### src/design/adpcm_pkg.sv
// ----------------------------------------------------------------------------
// adpcm_pkg
// Shared widths, function codes and inter-module structs of the ADPCM decoder.
// ----------------------------------------------------------------------------
package adpcm_pkg;

  localparam int CHANNELS   = 2;
  localparam int CH_W       = 1;
  localparam int COEF_W     = 16;
  localparam int SAMPLE_W   = 16;
  localparam int HIST_W     = 40;
  localparam int HIST_FRAC  = 12;
  localparam int COEF_SHIFT = 11;                 // coefficients are Q11
  localparam int PROD_W     = COEF_W + HIST_W;
  localparam int ACC_W      = PROD_W + 2;
  localparam int NIB_W      = 4;
  localparam int PAIR_W     = 3;
  localparam int SCALE_W    = 4;
  localparam int SLOT_W     = 4;
  localparam int POS_W      = 3;
  localparam int BYTE_W     = 8;

  localparam logic [POS_W-1:0] FRAME_LAST = POS_W'(7);
  localparam logic [CH_W-1:0]  LEFT_CH    = '0;
  localparam logic [CH_W-1:0]  RIGHT_CH   = CH_W'(CHANNELS - 1);

  // result queue
  localparam int RES_DEPTH = 8;
  localparam int RES_AW    = 3;
  localparam int CNT_W     = RES_AW + 1;

  typedef enum logic [1:0] {
    FUNC_COEF = 2'd0,
    FUNC_HIST = 2'd1,
    FUNC_STRM = 2'd2
  } func_e;

  typedef logic signed [HIST_W-1:0] hist_t;
  typedef logic signed [COEF_W-1:0] coef_t;

  // one sample to decode
  typedef struct packed {
    logic               valid;
    logic [CH_W-1:0]    ch;
    logic [PAIR_W-1:0]  pair;
    logic [SCALE_W-1:0] scale;
    logic [NIB_W-1:0]   nib;
    logic               last;
  } op_t;

  typedef struct packed {
    logic              valid;
    logic [CH_W-1:0]   ch;
    logic [SLOT_W-1:0] slot;
    coef_t             value;
  } coef_wr_t;

  typedef struct packed {
    logic                        valid;
    logic [CH_W-1:0]             ch;
    logic signed [SAMPLE_W-1:0]  one;
    logic signed [SAMPLE_W-1:0]  two;
  } hist_ld_t;

  typedef struct packed {
    logic            s1_valid;
    logic [CH_W-1:0] s1_ch;
    logic            busy;       // an op will still write history
    logic [1:0]      inflight;   // ops not yet in the result queue
  } core_stat_t;

  typedef struct packed {
    logic [SAMPLE_W-1:0] sample;
    logic [CH_W-1:0]     ch;
    logic                clip;
    logic                last;
  } result_t;

endpackage

### src/design/adpcm_core.sv
// ----------------------------------------------------------------------------
// adpcm_core
// Coefficient RAM, channel history and the predictor pipeline (read, multiply,
// accumulate/saturate, output conversion).
// ----------------------------------------------------------------------------
module adpcm_core import adpcm_pkg::*; (
  input  logic       clk_i,
  input  logic       rst_ni,
  input  op_t        op_i,
  input  coef_wr_t   coef_wr_i,
  input  hist_ld_t   hist_ld_i,
  output core_stat_t stat_o,
  output logic       res_valid_o,
  output result_t    res_o
);

  localparam int ROW_W   = 2 * COEF_W;
  localparam int ROWS    = CHANNELS * (1 << PAIR_W);
  localparam int ROW_AW  = CH_W + PAIR_W;
  localparam int SH_W    = 6;
  localparam int TQ_W    = HIST_W - HIST_FRAC;
  localparam int SAT_LO  = HIST_W + COEF_SHIFT - 1;

  localparam hist_t HIST_MAX = {1'b0, {(HIST_W-1){1'b1}}};
  localparam hist_t HIST_MIN = {1'b1, {(HIST_W-1){1'b0}}};
  localparam logic [SAMPLE_W-1:0] SAMPLE_MAX = {1'b0, {(SAMPLE_W-1){1'b1}}};
  localparam logic [SAMPLE_W-1:0] SAMPLE_MIN = {1'b1, {(SAMPLE_W-1){1'b0}}};

  // coefficient RAM: one row per channel and pair, c2 in the upper half
  logic [ROW_W-1:0]    coef_mem [ROWS];
  logic [2*ROWS-1:0]   coef_vld_q;
  logic [ROW_AW-1:0]   rd_addr, wr_addr;
  logic [ROW_W-1:0]    coef_row_q;
  logic [1:0]          coef_rv_q;

  assign rd_addr = {op_i.ch, op_i.pair};
  assign wr_addr = {coef_wr_i.ch, coef_wr_i.slot[SLOT_W-1:1]};

  always_ff @(posedge clk_i) begin
    if (coef_wr_i.valid) begin
      if (coef_wr_i.slot[0]) begin
        coef_mem[wr_addr][ROW_W-1:COEF_W] <= coef_wr_i.value;
      end else begin
        coef_mem[wr_addr][COEF_W-1:0] <= coef_wr_i.value;
      end
    end
    coef_row_q <= coef_mem[rd_addr];
    coef_rv_q  <= {coef_vld_q[{rd_addr, 1'b1}], coef_vld_q[{rd_addr, 1'b0}]};
  end

  // unwritten entries read as zero
  always_ff @(posedge clk_i or negedge rst_ni) begin
    if (!rst_ni) begin
      coef_vld_q <= '0;
    end else if (coef_wr_i.valid) begin
      coef_vld_q[{coef_wr_i.ch, coef_wr_i.slot}] <= 1'b1;
    end
  end

  // ---- stage 1: multiply ----
  logic                s1_valid_q, s1_last_q;
  logic [CH_W-1:0]     s1_ch_q;
  logic [SCALE_W-1:0]  s1_scale_q;
  logic [NIB_W-1:0]    s1_nib_q;

  hist_t hist_one_q [CHANNELS];
  hist_t hist_two_q [CHANNELS];

  coef_t                     c1, c2;
  logic signed [PROD_W-1:0]  p1_d, p2_d;
  logic signed [ACC_W-1:0]   dext, dterm_d;

  always_comb begin
    c1      = coef_rv_q[0] ? coef_t'(coef_row_q[COEF_W-1:0]) : '0;
    c2      = coef_rv_q[1] ? coef_t'(coef_row_q[ROW_W-1:COEF_W]) : '0;
    p1_d    = c1 * hist_one_q[s1_ch_q];
    p2_d    = c2 * hist_two_q[s1_ch_q];
    // nibble lands above the Q11 point, so the floor shift can follow the sum
    dext    = ACC_W'($signed(s1_nib_q));
    dterm_d = dext <<< (SH_W'(s1_scale_q) + SH_W'(COEF_SHIFT + HIST_FRAC));
  end

  always_ff @(posedge clk_i or negedge rst_ni) begin
    if (!rst_ni) begin
      s1_valid_q <= 1'b0;
    end else begin
      s1_valid_q <= op_i.valid;
    end
  end

  always_ff @(posedge clk_i) begin
    s1_ch_q    <= op_i.ch;
    s1_scale_q <= op_i.scale;
    s1_nib_q   <= op_i.nib;
    s1_last_q  <= op_i.last;
  end

  // ---- stage 2: sum, floor, saturate, history write-back ----
  logic                      s2_valid_q, s2_last_q;
  logic [CH_W-1:0]           s2_ch_q;
  logic signed [PROD_W-1:0]  p1_q, p2_q;
  logic signed [ACC_W-1:0]   dterm_q, acc;
  logic                      hclip;
  hist_t                     q_d;

  always_comb begin
    acc   = ACC_W'(p1_q) + ACC_W'(p2_q) + dterm_q;
    hclip = !(&acc[ACC_W-1:SAT_LO] || ~|acc[ACC_W-1:SAT_LO]);
    if (hclip) begin
      q_d = acc[ACC_W-1] ? HIST_MIN : HIST_MAX;
    end else begin
      q_d = acc[SAT_LO:COEF_SHIFT];
    end
  end

  always_ff @(posedge clk_i or negedge rst_ni) begin
    if (!rst_ni) begin
      s2_valid_q <= 1'b0;
    end else begin
      s2_valid_q <= s1_valid_q;
    end
  end

  always_ff @(posedge clk_i) begin
    s2_ch_q   <= s1_ch_q;
    s2_last_q <= s1_last_q;
    p1_q      <= p1_d;
    p2_q      <= p2_d;
    dterm_q   <= dterm_d;
  end

  always_ff @(posedge clk_i or negedge rst_ni) begin
    if (!rst_ni) begin
      for (int i = 0; i < CHANNELS; i++) begin
        hist_one_q[i] <= '0;
        hist_two_q[i] <= '0;
      end
    end else if (hist_ld_i.valid) begin
      hist_one_q[hist_ld_i.ch] <= hist_t'(hist_ld_i.one) <<< HIST_FRAC;
      hist_two_q[hist_ld_i.ch] <= hist_t'(hist_ld_i.two) <<< HIST_FRAC;
    end else if (s2_valid_q) begin
      hist_two_q[s2_ch_q] <= hist_one_q[s2_ch_q];
      hist_one_q[s2_ch_q] <= q_d;
    end
  end

  // ---- stage 3: truncate toward zero, clamp to 16 bits ----
  logic                      s3_valid_q, s3_last_q, s3_hclip_q;
  logic [CH_W-1:0]           s3_ch_q;
  hist_t                     s3_q;
  logic signed [TQ_W-1:0]    tq, tr;
  logic                      fix, sclip;

  always_ff @(posedge clk_i or negedge rst_ni) begin
    if (!rst_ni) begin
      s3_valid_q <= 1'b0;
    end else begin
      s3_valid_q <= s2_valid_q;
    end
  end

  always_ff @(posedge clk_i) begin
    s3_ch_q    <= s2_ch_q;
    s3_last_q  <= s2_last_q;
    s3_hclip_q <= hclip;
    s3_q       <= q_d;
  end

  always_comb begin
    tq    = s3_q[HIST_W-1:HIST_FRAC];
    fix   = s3_q[HIST_W-1] && (|s3_q[HIST_FRAC-1:0]);
    tr    = tq + TQ_W'(fix);
    sclip = !(&tr[TQ_W-1:SAMPLE_W-1] || ~|tr[TQ_W-1:SAMPLE_W-1]);
    if (sclip) begin
      res_o.sample = tr[TQ_W-1] ? SAMPLE_MIN : SAMPLE_MAX;
    end else begin
      res_o.sample = tr[SAMPLE_W-1:0];
    end
    res_o.ch   = s3_ch_q;
    res_o.clip = s3_hclip_q | sclip;
    res_o.last = s3_last_q;
  end

  assign res_valid_o     = s3_valid_q;
  assign stat_o.s1_valid = s1_valid_q;
  assign stat_o.s1_ch    = s1_ch_q;
  assign stat_o.busy     = s1_valid_q | s2_valid_q;
  assign stat_o.inflight = 2'(s1_valid_q) + 2'(s2_valid_q) + 2'(s3_valid_q);

  // history load must not race an op that still writes back
  a_hist_ld_idle: assert property (@(posedge clk_i) disable iff (!rst_ni)
    hist_ld_i.valid |-> !(s1_valid_q || s2_valid_q))
    else $error("history load while predictor busy");

  // same-channel op must wait for the previous write-back
  a_no_raw: assert property (@(posedge clk_i) disable iff (!rst_ni)
    op_i.valid && s1_valid_q |-> op_i.ch != s1_ch_q)
    else $error("same-channel op issued behind unfinished op");

endmodule

### src/design/adpcm_res_fifo.sv
// ----------------------------------------------------------------------------
// adpcm_res_fifo
// Small result queue between the predictor and the output stream.
// ----------------------------------------------------------------------------
module adpcm_res_fifo import adpcm_pkg::*; (
  input  logic             clk_i,
  input  logic             rst_ni,
  input  logic             push_i,
  input  result_t          push_data_i,
  output logic             out_valid_o,
  input  logic             out_ready_i,
  output result_t          out_data_o,
  output logic [CNT_W-1:0] count_o
);

  result_t           q_mem [RES_DEPTH];
  logic [RES_AW-1:0] wr_ptr_q, rd_ptr_q;
  logic [CNT_W-1:0]  count_q;
  logic              pop;

  assign out_valid_o = (count_q != '0);
  assign out_data_o  = q_mem[rd_ptr_q];
  assign pop         = out_valid_o && out_ready_i;
  assign count_o     = count_q;

  always_ff @(posedge clk_i) begin
    if (push_i) begin
      q_mem[wr_ptr_q] <= push_data_i;
    end
  end

  always_ff @(posedge clk_i or negedge rst_ni) begin
    if (!rst_ni) begin
      wr_ptr_q <= '0;
      rd_ptr_q <= '0;
      count_q  <= '0;
    end else begin
      if (push_i) begin
        wr_ptr_q <= wr_ptr_q + RES_AW'(1);
      end
      if (pop) begin
        rd_ptr_q <= rd_ptr_q + RES_AW'(1);
      end
      count_q <= count_q + CNT_W'(push_i) - CNT_W'(pop);
    end
  end

  // issue credit must keep the queue from overflowing
  a_no_overflow: assert property (@(posedge clk_i) disable iff (!rst_ni)
    push_i |-> (count_q != CNT_W'(RES_DEPTH)))
    else $error("result queue overflow");

endmodule

### src/design/dsp_adpcm_audio_decoder.sv
// ----------------------------------------------------------------------------
// dsp_adpcm_audio_decoder: 4-bit DSP ADPCM decoder, mono or stereo
// Throughput: stereo byte items issue 1 sample/cycle while the result queue has credit;
// mono samples are held by the history loop; loads and headers finish without waiting,
// and a history load waits for the predictor to drain.
// ----------------------------------------------------------------------------
// Reset (async, active low) zeroes coefficients (via valid bits), history, pair/scale,
// frame position and stereo mode; no clearing pass, ready the cycle after reset.
//
// Structure:
//   item register  - holds one accepted request; tready frees it on its last step
//   sequencer      - expands a stream byte item into 2 (mono) or 4 (stereo) ops
//   adpcm_core     - coefficient RAM read, multiply, sum/saturate with history
//                    write-back, output conversion (3 stages after the RAM read)
//   adpcm_res_fifo - result queue; ops issue only against free queue credit
//
// The history loop spans the multiply stage and the accumulate stage. An op is
// held while the op in the multiply stage belongs to the same channel, so
// L/R interleave runs one op a cycle while queue credit allows, and each mono op waits for the one before it.
// ----------------------------------------------------------------------------
module dsp_adpcm_audio_decoder import adpcm_pkg::*; (
  input  logic        clk_i,
  input  logic        rst_ni,
  // stream input
  input  logic        s_axis_tvalid,
  output logic        s_axis_tready,
  // [0] channel, [4:1] slot, [20:5] value, [36:21] value_two,
  // [44:37] left_byte, [52:45] right_byte, [55:53] zero
  input  logic [55:0] s_axis_tdata,
  // [1:0] func
  input  logic [1:0]  s_axis_tuser,
  // decoded samples
  output logic        m_axis_tvalid,
  input  logic        m_axis_tready,
  // [15:0] sample
  output logic [15:0] m_axis_tdata,
  // [0] sample_channel, [1] clipped
  output logic [1:0]  m_axis_tuser,
  output logic        m_axis_tlast,          // last_of_item
  // configuration: stereo_mode
  input  logic        cfg_valid_i,
  output logic        cfg_ready_o,
  input  logic        cfg_data_i
);

  typedef struct packed {
    logic [1:0]                 func;
    logic [CH_W-1:0]            ch;
    logic [SLOT_W-1:0]          slot;
    logic signed [SAMPLE_W-1:0] value;
    logic signed [SAMPLE_W-1:0] value_two;
    logic [BYTE_W-1:0]          lb;
    logic [BYTE_W-1:0]          rb;
  } item_t;

  logic                stereo_q;
  logic                item_v_q;
  item_t               item_q, item_in;
  logic [1:0]          step_q;
  logic [POS_W-1:0]    byte_pos_q;
  logic [PAIR_W-1:0]   pair_q  [CHANNELS];
  logic [SCALE_W-1:0]  scale_q [CHANNELS];

  core_stat_t          stat;
  op_t                 op;
  coef_wr_t            coef_wr;
  hist_ld_t            hist_ld;
  result_t             res, out_res;
  logic                res_valid;
  logic [CNT_W-1:0]    fifo_cnt;

  logic                stereo_eff, ch_ok, space_ok, hazard;
  logic                item_done, hdr_done, data_done, hist_done;
  logic                op_go;
  logic [1:0]          op_idx;
  logic [BYTE_W-1:0]   op_byte;

  // ---- input unpack ----
  always_comb begin
    item_in.func      = s_axis_tuser;
    item_in.ch        = s_axis_tdata[0];
    item_in.slot      = s_axis_tdata[4:1];
    item_in.value     = s_axis_tdata[20:5];
    item_in.value_two = s_axis_tdata[36:21];
    item_in.lb        = s_axis_tdata[44:37];
    item_in.rb        = s_axis_tdata[52:45];
  end

  assign cfg_ready_o   = 1'b1;
  assign s_axis_tready = !item_v_q || item_done;
  assign stereo_eff    = stereo_q && (CHANNELS > 1);
  assign ch_ok         = (int'(item_q.ch) < CHANNELS);

  // op order: stereo L hi, R hi, L lo, R lo; mono L hi, L lo
  assign op_idx  = stereo_eff ? step_q : {step_q[0], 1'b0};
  assign op_byte = op_idx[0] ? item_q.rb : item_q.lb;

  always_comb begin
    op.ch    = op_idx[0] ? RIGHT_CH : LEFT_CH;
    op.pair  = pair_q[op.ch];
    op.scale = scale_q[op.ch];
    op.nib   = op_idx[1] ? op_byte[NIB_W-1:0] : op_byte[BYTE_W-1:NIB_W];
    op.last  = stereo_eff ? (step_q == 2'd3) : step_q[0];
    op.valid = op_go;
  end

  // wait for the history write-back of the same channel, and for queue room
  assign hazard   = stat.s1_valid && (stat.s1_ch == op.ch);
  assign space_ok = (5'(fifo_cnt) + 5'(stat.inflight) + 5'd1) <= 5'(RES_DEPTH);

  // ---- sequencer ----
  always_comb begin
    item_done      = 1'b0;
    hdr_done       = 1'b0;
    data_done      = 1'b0;
    hist_done      = 1'b0;
    op_go          = 1'b0;
    coef_wr.valid  = 1'b0;
    coef_wr.ch     = item_q.ch;
    coef_wr.slot   = item_q.slot;
    coef_wr.value  = item_q.value;
    hist_ld.valid  = 1'b0;
    hist_ld.ch     = item_q.ch;
    hist_ld.one    = item_q.value;
    hist_ld.two    = item_q.value_two;
    if (item_v_q) begin
      case (item_q.func)
        FUNC_COEF: begin
          item_done     = 1'b1;
          coef_wr.valid = ch_ok;
        end
        FUNC_HIST: begin
          item_done     = !stat.busy;
          hist_done     = !stat.busy && ch_ok;
          hist_ld.valid = hist_done;
        end
        FUNC_STRM: begin
          if (byte_pos_q == '0) begin
            item_done = 1'b1;
            hdr_done  = 1'b1;
          end else begin
            op_go     = !hazard && space_ok;
            item_done = op_go && op.last;
            data_done = item_done;
          end
        end
        default: begin
          item_done = 1'b1;
        end
      endcase
    end
  end

  always_ff @(posedge clk_i or negedge rst_ni) begin
    if (!rst_ni) begin
      stereo_q   <= 1'b0;
      item_v_q   <= 1'b0;
      step_q     <= '0;
      byte_pos_q <= '0;
      for (int i = 0; i < CHANNELS; i++) begin
        pair_q[i]  <= '0;
        scale_q[i] <= '0;
      end
    end else begin
      if (cfg_valid_i && cfg_ready_o) begin
        stereo_q <= cfg_data_i;
      end
      if (s_axis_tvalid && s_axis_tready) begin
        item_v_q <= 1'b1;
        step_q   <= '0;
      end else begin
        if (item_done) begin
          item_v_q <= 1'b0;
        end
        if (op.valid) begin
          step_q <= step_q + 2'd1;
        end
      end
      if (hist_done) begin
        byte_pos_q <= '0;
      end else if (hdr_done) begin
        byte_pos_q          <= POS_W'(1);
        pair_q[LEFT_CH]     <= item_q.lb[PAIR_W+SCALE_W-1:SCALE_W];
        scale_q[LEFT_CH]    <= item_q.lb[SCALE_W-1:0];
        if (stereo_eff) begin
          pair_q[RIGHT_CH]  <= item_q.rb[PAIR_W+SCALE_W-1:SCALE_W];
          scale_q[RIGHT_CH] <= item_q.rb[SCALE_W-1:0];
        end
      end else if (data_done) begin
        byte_pos_q <= (byte_pos_q >= FRAME_LAST) ? '0 : byte_pos_q + POS_W'(1);
      end
    end
  end

  always_ff @(posedge clk_i) begin
    if (s_axis_tvalid && s_axis_tready) begin
      item_q <= item_in;
    end
  end

  // ---- datapath ----
  adpcm_core u_core (
    .clk_i       (clk_i),
    .rst_ni      (rst_ni),
    .op_i        (op),
    .coef_wr_i   (coef_wr),
    .hist_ld_i   (hist_ld),
    .stat_o      (stat),
    .res_valid_o (res_valid),
    .res_o       (res)
  );

  adpcm_res_fifo u_res_fifo (
    .clk_i       (clk_i),
    .rst_ni      (rst_ni),
    .push_i      (res_valid),
    .push_data_i (res),
    .out_valid_o (m_axis_tvalid),
    .out_ready_i (m_axis_tready),
    .out_data_o  (out_res),
    .count_o     (fifo_cnt)
  );

  assign m_axis_tdata = out_res.sample;
  assign m_axis_tuser = {out_res.clip, out_res.ch};
  assign m_axis_tlast = out_res.last;

  // a stream byte item stays until its final sample has issued
  a_item_held: assert property (@(posedge clk_i) disable iff (!rst_ni)
    op.valid && !op.last |=> item_v_q)
    else $error("stream item released before its last sample");

endmodule
### config.mk
export PLATFORM = sky130hd
export DESIGN_NAME = dsp_adpcm_audio_decoder
export DESIGN_NICKNAME = d
export VERILOG_FILES = /design/src/design/adpcm_pkg.sv /design/src/design/adpcm_core.sv /design/src/design/adpcm_res_fifo.sv /design/src/design/dsp_adpcm_audio_decoder.sv
export SDC_FILE = /design/constraint.sdc
export NUM_CORES = 2
export LEC_CHECK = 0
export BUFFER_PORTS_ARGS = -buffer_cell sky130_fd_sc_hd__clkbuf_2
export CORE_UTILIZATION = 51
export CTS_CLUSTER_DIAMETER = 60
export DETAILED_ROUTE_END_ITERATION = 16
export GPL_TIMING_DRIVEN = 0
export PLACE_DENSITY = 0.66
export SYNTH_ARGS = -nofsm -noshare
export SYNTH_HDL_FRONTEND = slang
export SYNTH_HIERARCHICAL = 1
export SYNTH_SLANG_ARGS = --single-unit
### constraint.sdc
create_clock -name clk_i -period 10.55 [get_ports clk_i]
set_clock_uncertainty 0.15 [all_clocks]
set_input_delay 1.5825 -clock clk_i [delete_from_list [all_inputs] [get_ports clk_i]]
set_output_delay 1.5825 -clock clk_i [all_outputs]
set_load 0.1 [all_outputs]
=== After elaboration in Yosys (flattened, before gate mapping) ===
Memories as Yosys holds them, arrays and structs flattened. A register that Yosys moved wholly into a read port is not among the register bits.
Index checks and enable logic that the tools add are counted.

* Bits in registers: 508
* RAM bits: 664
* Output and inout bits: 22
* Memories kept: 2

* Add/sub/neg operators: 14
* Multipliers: 2
* Order comparisons: 12
* Equal/unequal tests: 4
* Shift-type cells: 1
* Mux-type cells: 76
* Bitwise logic cells: 8
* Reductions and logical operators: 33

{| class="wikitable"
|+ Memory list
! name !! depth !! width !! read ports !! clocked after Yosys merged registers in !! write ports !! RTL line !! RTL
|-
| u_core.coef_mem || 16 || 32 || 1 || 1 || 1 || adpcm_core.sv:30 || <nowiki>logic [ROW_W-1:0] coef_mem [ROWS];</nowiki>
|-
| u_res_fifo.q_mem || 8 || 19 || 1 || 0 || 1 || adpcm_res_fifo.sv:16 || <nowiki>result_t q_mem [RES_DEPTH];</nowiki>
|}

{| class="wikitable"
|+ Operators by type and width
! kind !! number
|-
| 40-bit 2-to-1 mux || 13
|-
| 80-bit bitwise mux || 4
|-
| 80-bit 2-to-1 mux || 4
|-
| 16-bit by 40-bit multiplier with 56-bit output || 2
|-
| 40-bit demux with 1-bit select || 2
|-
| 16-bit 2-to-1 mux || 4
|-
| 58-bit adder || 1
|-
| 4-bit by 6-bit <<< shifter with 58-bit output || 1
|-
| 56-bit by 56-bit adder with 57-bit output || 1
|-
| 32-bit bitwise OR || 1
|-
| 1-bit 2-to-1 mux || 30
|-
| 28-bit by 1-bit adder with 28-bit output || 1
|-
| 3-bit 2-to-1 mux || 7
|-
| 5-bit by 6-bit less-than comparator with 1-bit output, second input constant || 3
|-
| 4-bit 2-to-1 mux || 4
|-
| 13-bit AND reduction || 1
|-
| 13-bit OR reduction || 1
|-
| 12-bit OR reduction || 1
|-
| 3-bit by 1-bit adder with 3-bit output, second input constant || 3
|-
| 1-bit logical AND || 9
|-
| 1-bit binary-select mux with 4-bit select || 2
|-
| 2-bit >= comparator, second input constant || 4
|-
| 8-bit 2-to-1 mux || 1
|-
| 1-bit NOT with 2-bit output || 4
|-
| 31 further kinds || 46
|}

=== Logic depth before layout (Yosys ltp) ===
* Depth in word-level cells: 13
* Mapped depth: 31
* Gate-level depth less buffers: 27

=== Modules after synthesis ===
Netlist, hierarchy kept.

{| class="wikitable"
|+ By module, submodules not included
! module !! instances !! cells an instance !! area an instance (µm²) !! seq. area each (µm²)
|-
| adpcm_core || 1 || 7898 || 83085.9 || 25439.4
|-
| adpcm_res_fifo || 1 || 273 || 6319.8 || 4814.6
|-
| dsp_adpcm_audio_decoder || 1 || 166 || 3001.6 || 2177.1
|}

=== Worst setup path before layout ===
Ideal clock, no wire load.

* Path kind: register to register
* Start: register u_core.s1_ch_q
* End: register u_core.p2_q[54]
* Data arrival time: 8.064 ns
* Required time: 10.282 ns
* Path slack: 2.218 ns
* Cell stages (with the launch flop): 31
* Buffers on the path: 5
* Clock period less this slack: 8.332 ns
* Cell sequence: dfxtp_1 clkbuf_1 buf_1 buf_1 buf_1 mux2i_1 nor2_1 fa_1 inv_1 fa_1 fa_1 inv_1 fa_1 fa_1 inv_1 fa_1 inv_1 ha_1 clkbuf_1 a21o_1 a21o_1 a21o_1 a21oi_1 a21oi_1 o31ai_1 nor3b_1 o31a_1 o21ai_0 nand2_1 a311o_1 xor2_1

* Word-level cells in the longest chain between the ends: 5

{| class="wikitable"
|+ RTL lines
! what !! RTL line !! RTL
|-
| from (decl) || adpcm_core.sv:62 || <nowiki>logic [CH_W-1:0] s1_ch_q;</nowiki>
|-
| from (signal assigned) || adpcm_core.sv:92 || <nowiki>s1_ch_q <= op_i.ch;</nowiki>
|-
| 1-bit NOT with 2-bit output (not written as such) || adpcm_core.sv:77 || <nowiki>p2_d = c2 * hist_two_q[s1_ch_q];</nowiki>
|-
| 40-bit 2-to-1 mux (not written as such) (3 in series) || adpcm_core.sv:77 ||
|-
| 16-bit by 40-bit multiplier with 56-bit output || adpcm_core.sv:77 ||
|-
| named net u_core.p2_d[54] || adpcm_core.sv:70 || <nowiki>logic signed [PROD_W-1:0] p1_d, p2_d;</nowiki>
|-
| to (signal assigned) || adpcm_core.sv:128 || <nowiki>p2_q <= p2_d;</nowiki>
|-
| to (decl) || adpcm_core.sv:101 || <nowiki>logic signed [PROD_W-1:0] p1_q, p2_q;</nowiki>
|}

The timed path passes the listed nets, and every way through them passes these cells. The select of a mux whose other input is x is not followed.
A chain may end at the register's enable or synchronous reset.

=== Worst setup path in the final report ===
* Start: register u_core.coef_rv_q[1]
* End: register u_core.p2_q[54]

* Word-level cells in the longest chain between the ends: 2

{| class="wikitable"
|+ RTL lines
! what !! RTL line !! RTL
|-
| from (decl) || adpcm_core.sv:34 || <nowiki>logic [1:0] coef_rv_q;</nowiki>
|-
| from (signal assigned) || adpcm_core.sv:48 || <nowiki>coef_rv_q <= {coef_vld_q[{rd_addr, 1'b1}], coef_vld_q[{rd_addr, 1'b0}]};</nowiki>
|-
| 16-bit 2-to-1 mux || adpcm_core.sv:75 || <nowiki>c2 = coef_rv_q[1] ? coef_t'(coef_row_q[ROW_W-1:COEF_W]) : '0;</nowiki>
|-
| 16-bit by 40-bit multiplier with 56-bit output || adpcm_core.sv:77 ||
|-
| named net u_core.p2_d[54] || adpcm_core.sv:70 ||
|}

The timed path passes the listed nets, and every way through them passes these cells.

==> results.toml <==
[sta]
finalSetupViolCount = 0
fin_hold_ws_ns = 0.162
min_period_ns = 10.30
tightest_slew_ns = 1.41
fmax_ghz = 0.0971
slew_headroom = 0.0544
maxSlewViolCount = 0
final_hold_viol_count = 0
min_period_over_period = 0.976
grt_setup_unrepaired = "true"

[synth]
yosys-top-cells-area = "fa_1 27%, edfxtp_1 23%, inv_1 6.2%"
post-synth-top-area-cell = "fa_1"
async_reset_ff_frac = 0.188
synth_top_area_share = 0.272
synth_area_um2 = 92400
synth-edff-count = 719
ys_types = 101
syn_inst = 8337
yosys_warnings = 6
synth.yosys.seq_area_share = 0.351
ys_ff_latch = 1204
synthTopCellsByCount = "1517 x inv_1, 1254 x fa_1, 1101 x nand2_1"
synth_most_common_cell = "inv_1"
synthFlopType = "edfxtp_1"
avgSynthCellArea_um2 = 11.1

[global_route]
grt_pass1_wl_mm = 436
grt-ovfl-total = 0
grt_pass1_vias = 66200
grt_antenna_before_repair = 16
track_usage = 0.332
grt_max_degree = 102

[clock_network]
post-cts-setup-buffers = 0
clk_pin_slew_worst_paths_ns = 0.07
cts_tree = "done"
cts-root-buf = "clkbuf_16"
ctsHoldBuffers = 0
htree_num_levels = 4
cts_made_buffers = 133
cts_num_sinks = 1204
clk-insertion-delay-late_ns = 0.81
clock_path_buffers = 3

[die]
fp-row-count = 155
die-area_um2 = 183000
start_util = 0.516
core_um2 = 179000
ios = 86
die_w_um = 428
die_y_um = 428

[drt]
vias = 64200
finalWirelength_mm = 297
drt_iter0_markers = 6622
wl_per_cell_um = 26.8
drc = 0
avgViaCountPerCell = 5.79
postRouteAntennaNets = 0
first_pass_iters = 6

[critical_path]
worstSetupPathType = "reg2reg"
startpoint_type = "register"
crit_required_ns = 11.03
crit_family = "adder cells"
crit_arrival_ns = 10.78
critPathCaptureType = "register"
worstPathMaxFanout = 10
slowest_stage = "buf_1"
crit_path_max_incr_delay_ns = 0.81
critPathBufInv = 9

[min_path]
holdCritPathClass = "reg2reg"

[layout]
drive_gt1_frac = 0.100
fillers = 15200
multi_input_area_um2 = 53100
final_nets = 10300
final-seq-area_um2 = 32400
area_growth_pct = 10.4

[place]
dp_hpwl_mm = 239
gp_congestion = 1.05
port_buffers = 81

[status]
status = "finished, final reports clean"

[job]
cap_viol_max_count = 0
==> final timing paths <==
path | startpoint | slack (ns) | cells past startpoint | endpoint
worst max-delay path | u_core/coef_rv_q[1]$_DFF_P_ | 0.25 | 29 | u_core/p2_q[54]$_DFF_P_
worst min-delay path | u_core/s1_last_q$_DFF_P_ | 0.16 | 0 | u_core/s2_last_q$_DFF_P_
worst max register to register | u_core/coef_rv_q[1]$_DFF_P_ | 0.25 | 29 | u_core/p2_q[54]$_DFF_P_
worst min register to register | u_core/s1_last_q$_DFF_P_ | 0.16 | 0 | u_core/s2_last_q$_DFF_P_
max in group asynchronous | rst_ni | 8.33 | 3 | u_core/hist_one_q[9]$_DFFE_PN0P_
min in group asynchronous | rst_ni | 0.54 | 1 | u_core/s2_valid_q$_DFF_PN0_
==> layout by cell type, fill, tap and decap left out, types with 147 or more instances in the layout <==
cell type  Yosys  final
a21oi_1      268    267
clkbuf_1     297    330
dfrtp_1      226    226
dfxtp_1      259    259
edfxtp_1     719    719
fa_1        1254   1254
ha_1         336    336
inv_1       1517   1517
mux4_2       206    206
nand2_1     1101   1101
nor2_1       673    634
o21ai_0      147    147
==> metrics by stage <==
step                setup TNS (ns)  instances  setup slack [ns]  cell area [um^2]   util
detailed placement          -50.59      10800             -2.35             96900  0.541
floorplan                        0       8345              2.22             92400      -
CTS                        -0.0870      11100           -0.0483            102000  0.567
finish                           0      11100             0.250            102000  0.569
global route              -0.00595      11100          -0.00595            102000  0.569
global placement            -87.77      10800             -3.46             95800  0.535
==> flip-flops by register name (all words and copies together) (netlist names), 40 cells and up <==
name	flops
u_core/s3_q	40
u_core/hist_two_q	80
u_core/p1_q	56
u_core/dterm_q	58
u_core/hist_one_q	80
u_res_fifo/q_mem	152
u_core/coef_mem	512
u_core/p2_q	56
==> area by class of cell <==
| type | instances | area share |
|---|---|---|
| plain buffers | 376 | 0.0155 |
| clock buffers | 186 | 0.0363 |
| well taps | 2355 | 0.0289 |
| clock inverters | 61 | 0.00888 |
| repair buffers | 143 | 0.0161 |
| flip-flops and latches | 1204 | 0.318 |
| diodes | 8 | 0.000196 |
| inverters | 1519 | 0.0559 |
| multi-input cells | 5246 | 0.520 |
==> routing by layer <==
metal / global-route usage / up-vias / part of all wire
met3: 0.0852 / 775 / 0.10
met4: 0.180 / 16 / 0.064
met5: 0 / - / 0.00037
li1: - / 27400 / -
met2: 0.516 / 3174 / 0.46
met1: 0.428 / 32800 / 0.38
==> cell families after synthesis <==
logic type               after synthesis  synth area share
adder cells (fa/ha/maj)             1590             0.317
XOR/XNOR                             184            0.0175
AO/OA/AOI/OAI                        815            0.0570
AND/OR/NAND/NOR                     2220             0.102
other                                  2         0.0000813
buffers and inverters               1895            0.0783
flip-flops                          1204             0.351
multiplexers                         427            0.0773
==> repair_timing <==
action | 4_1_cts | 5_1_grt
cloned | 0 | 0
resized for setup | 41 | 36
pin swaps | 0 | 0
endpoints found under the setup margin | 62 | 17
Power is left out: the tool's default activity adds up to more than one toggle a clock period on the data nets, which glitch-free logic cannot reach.
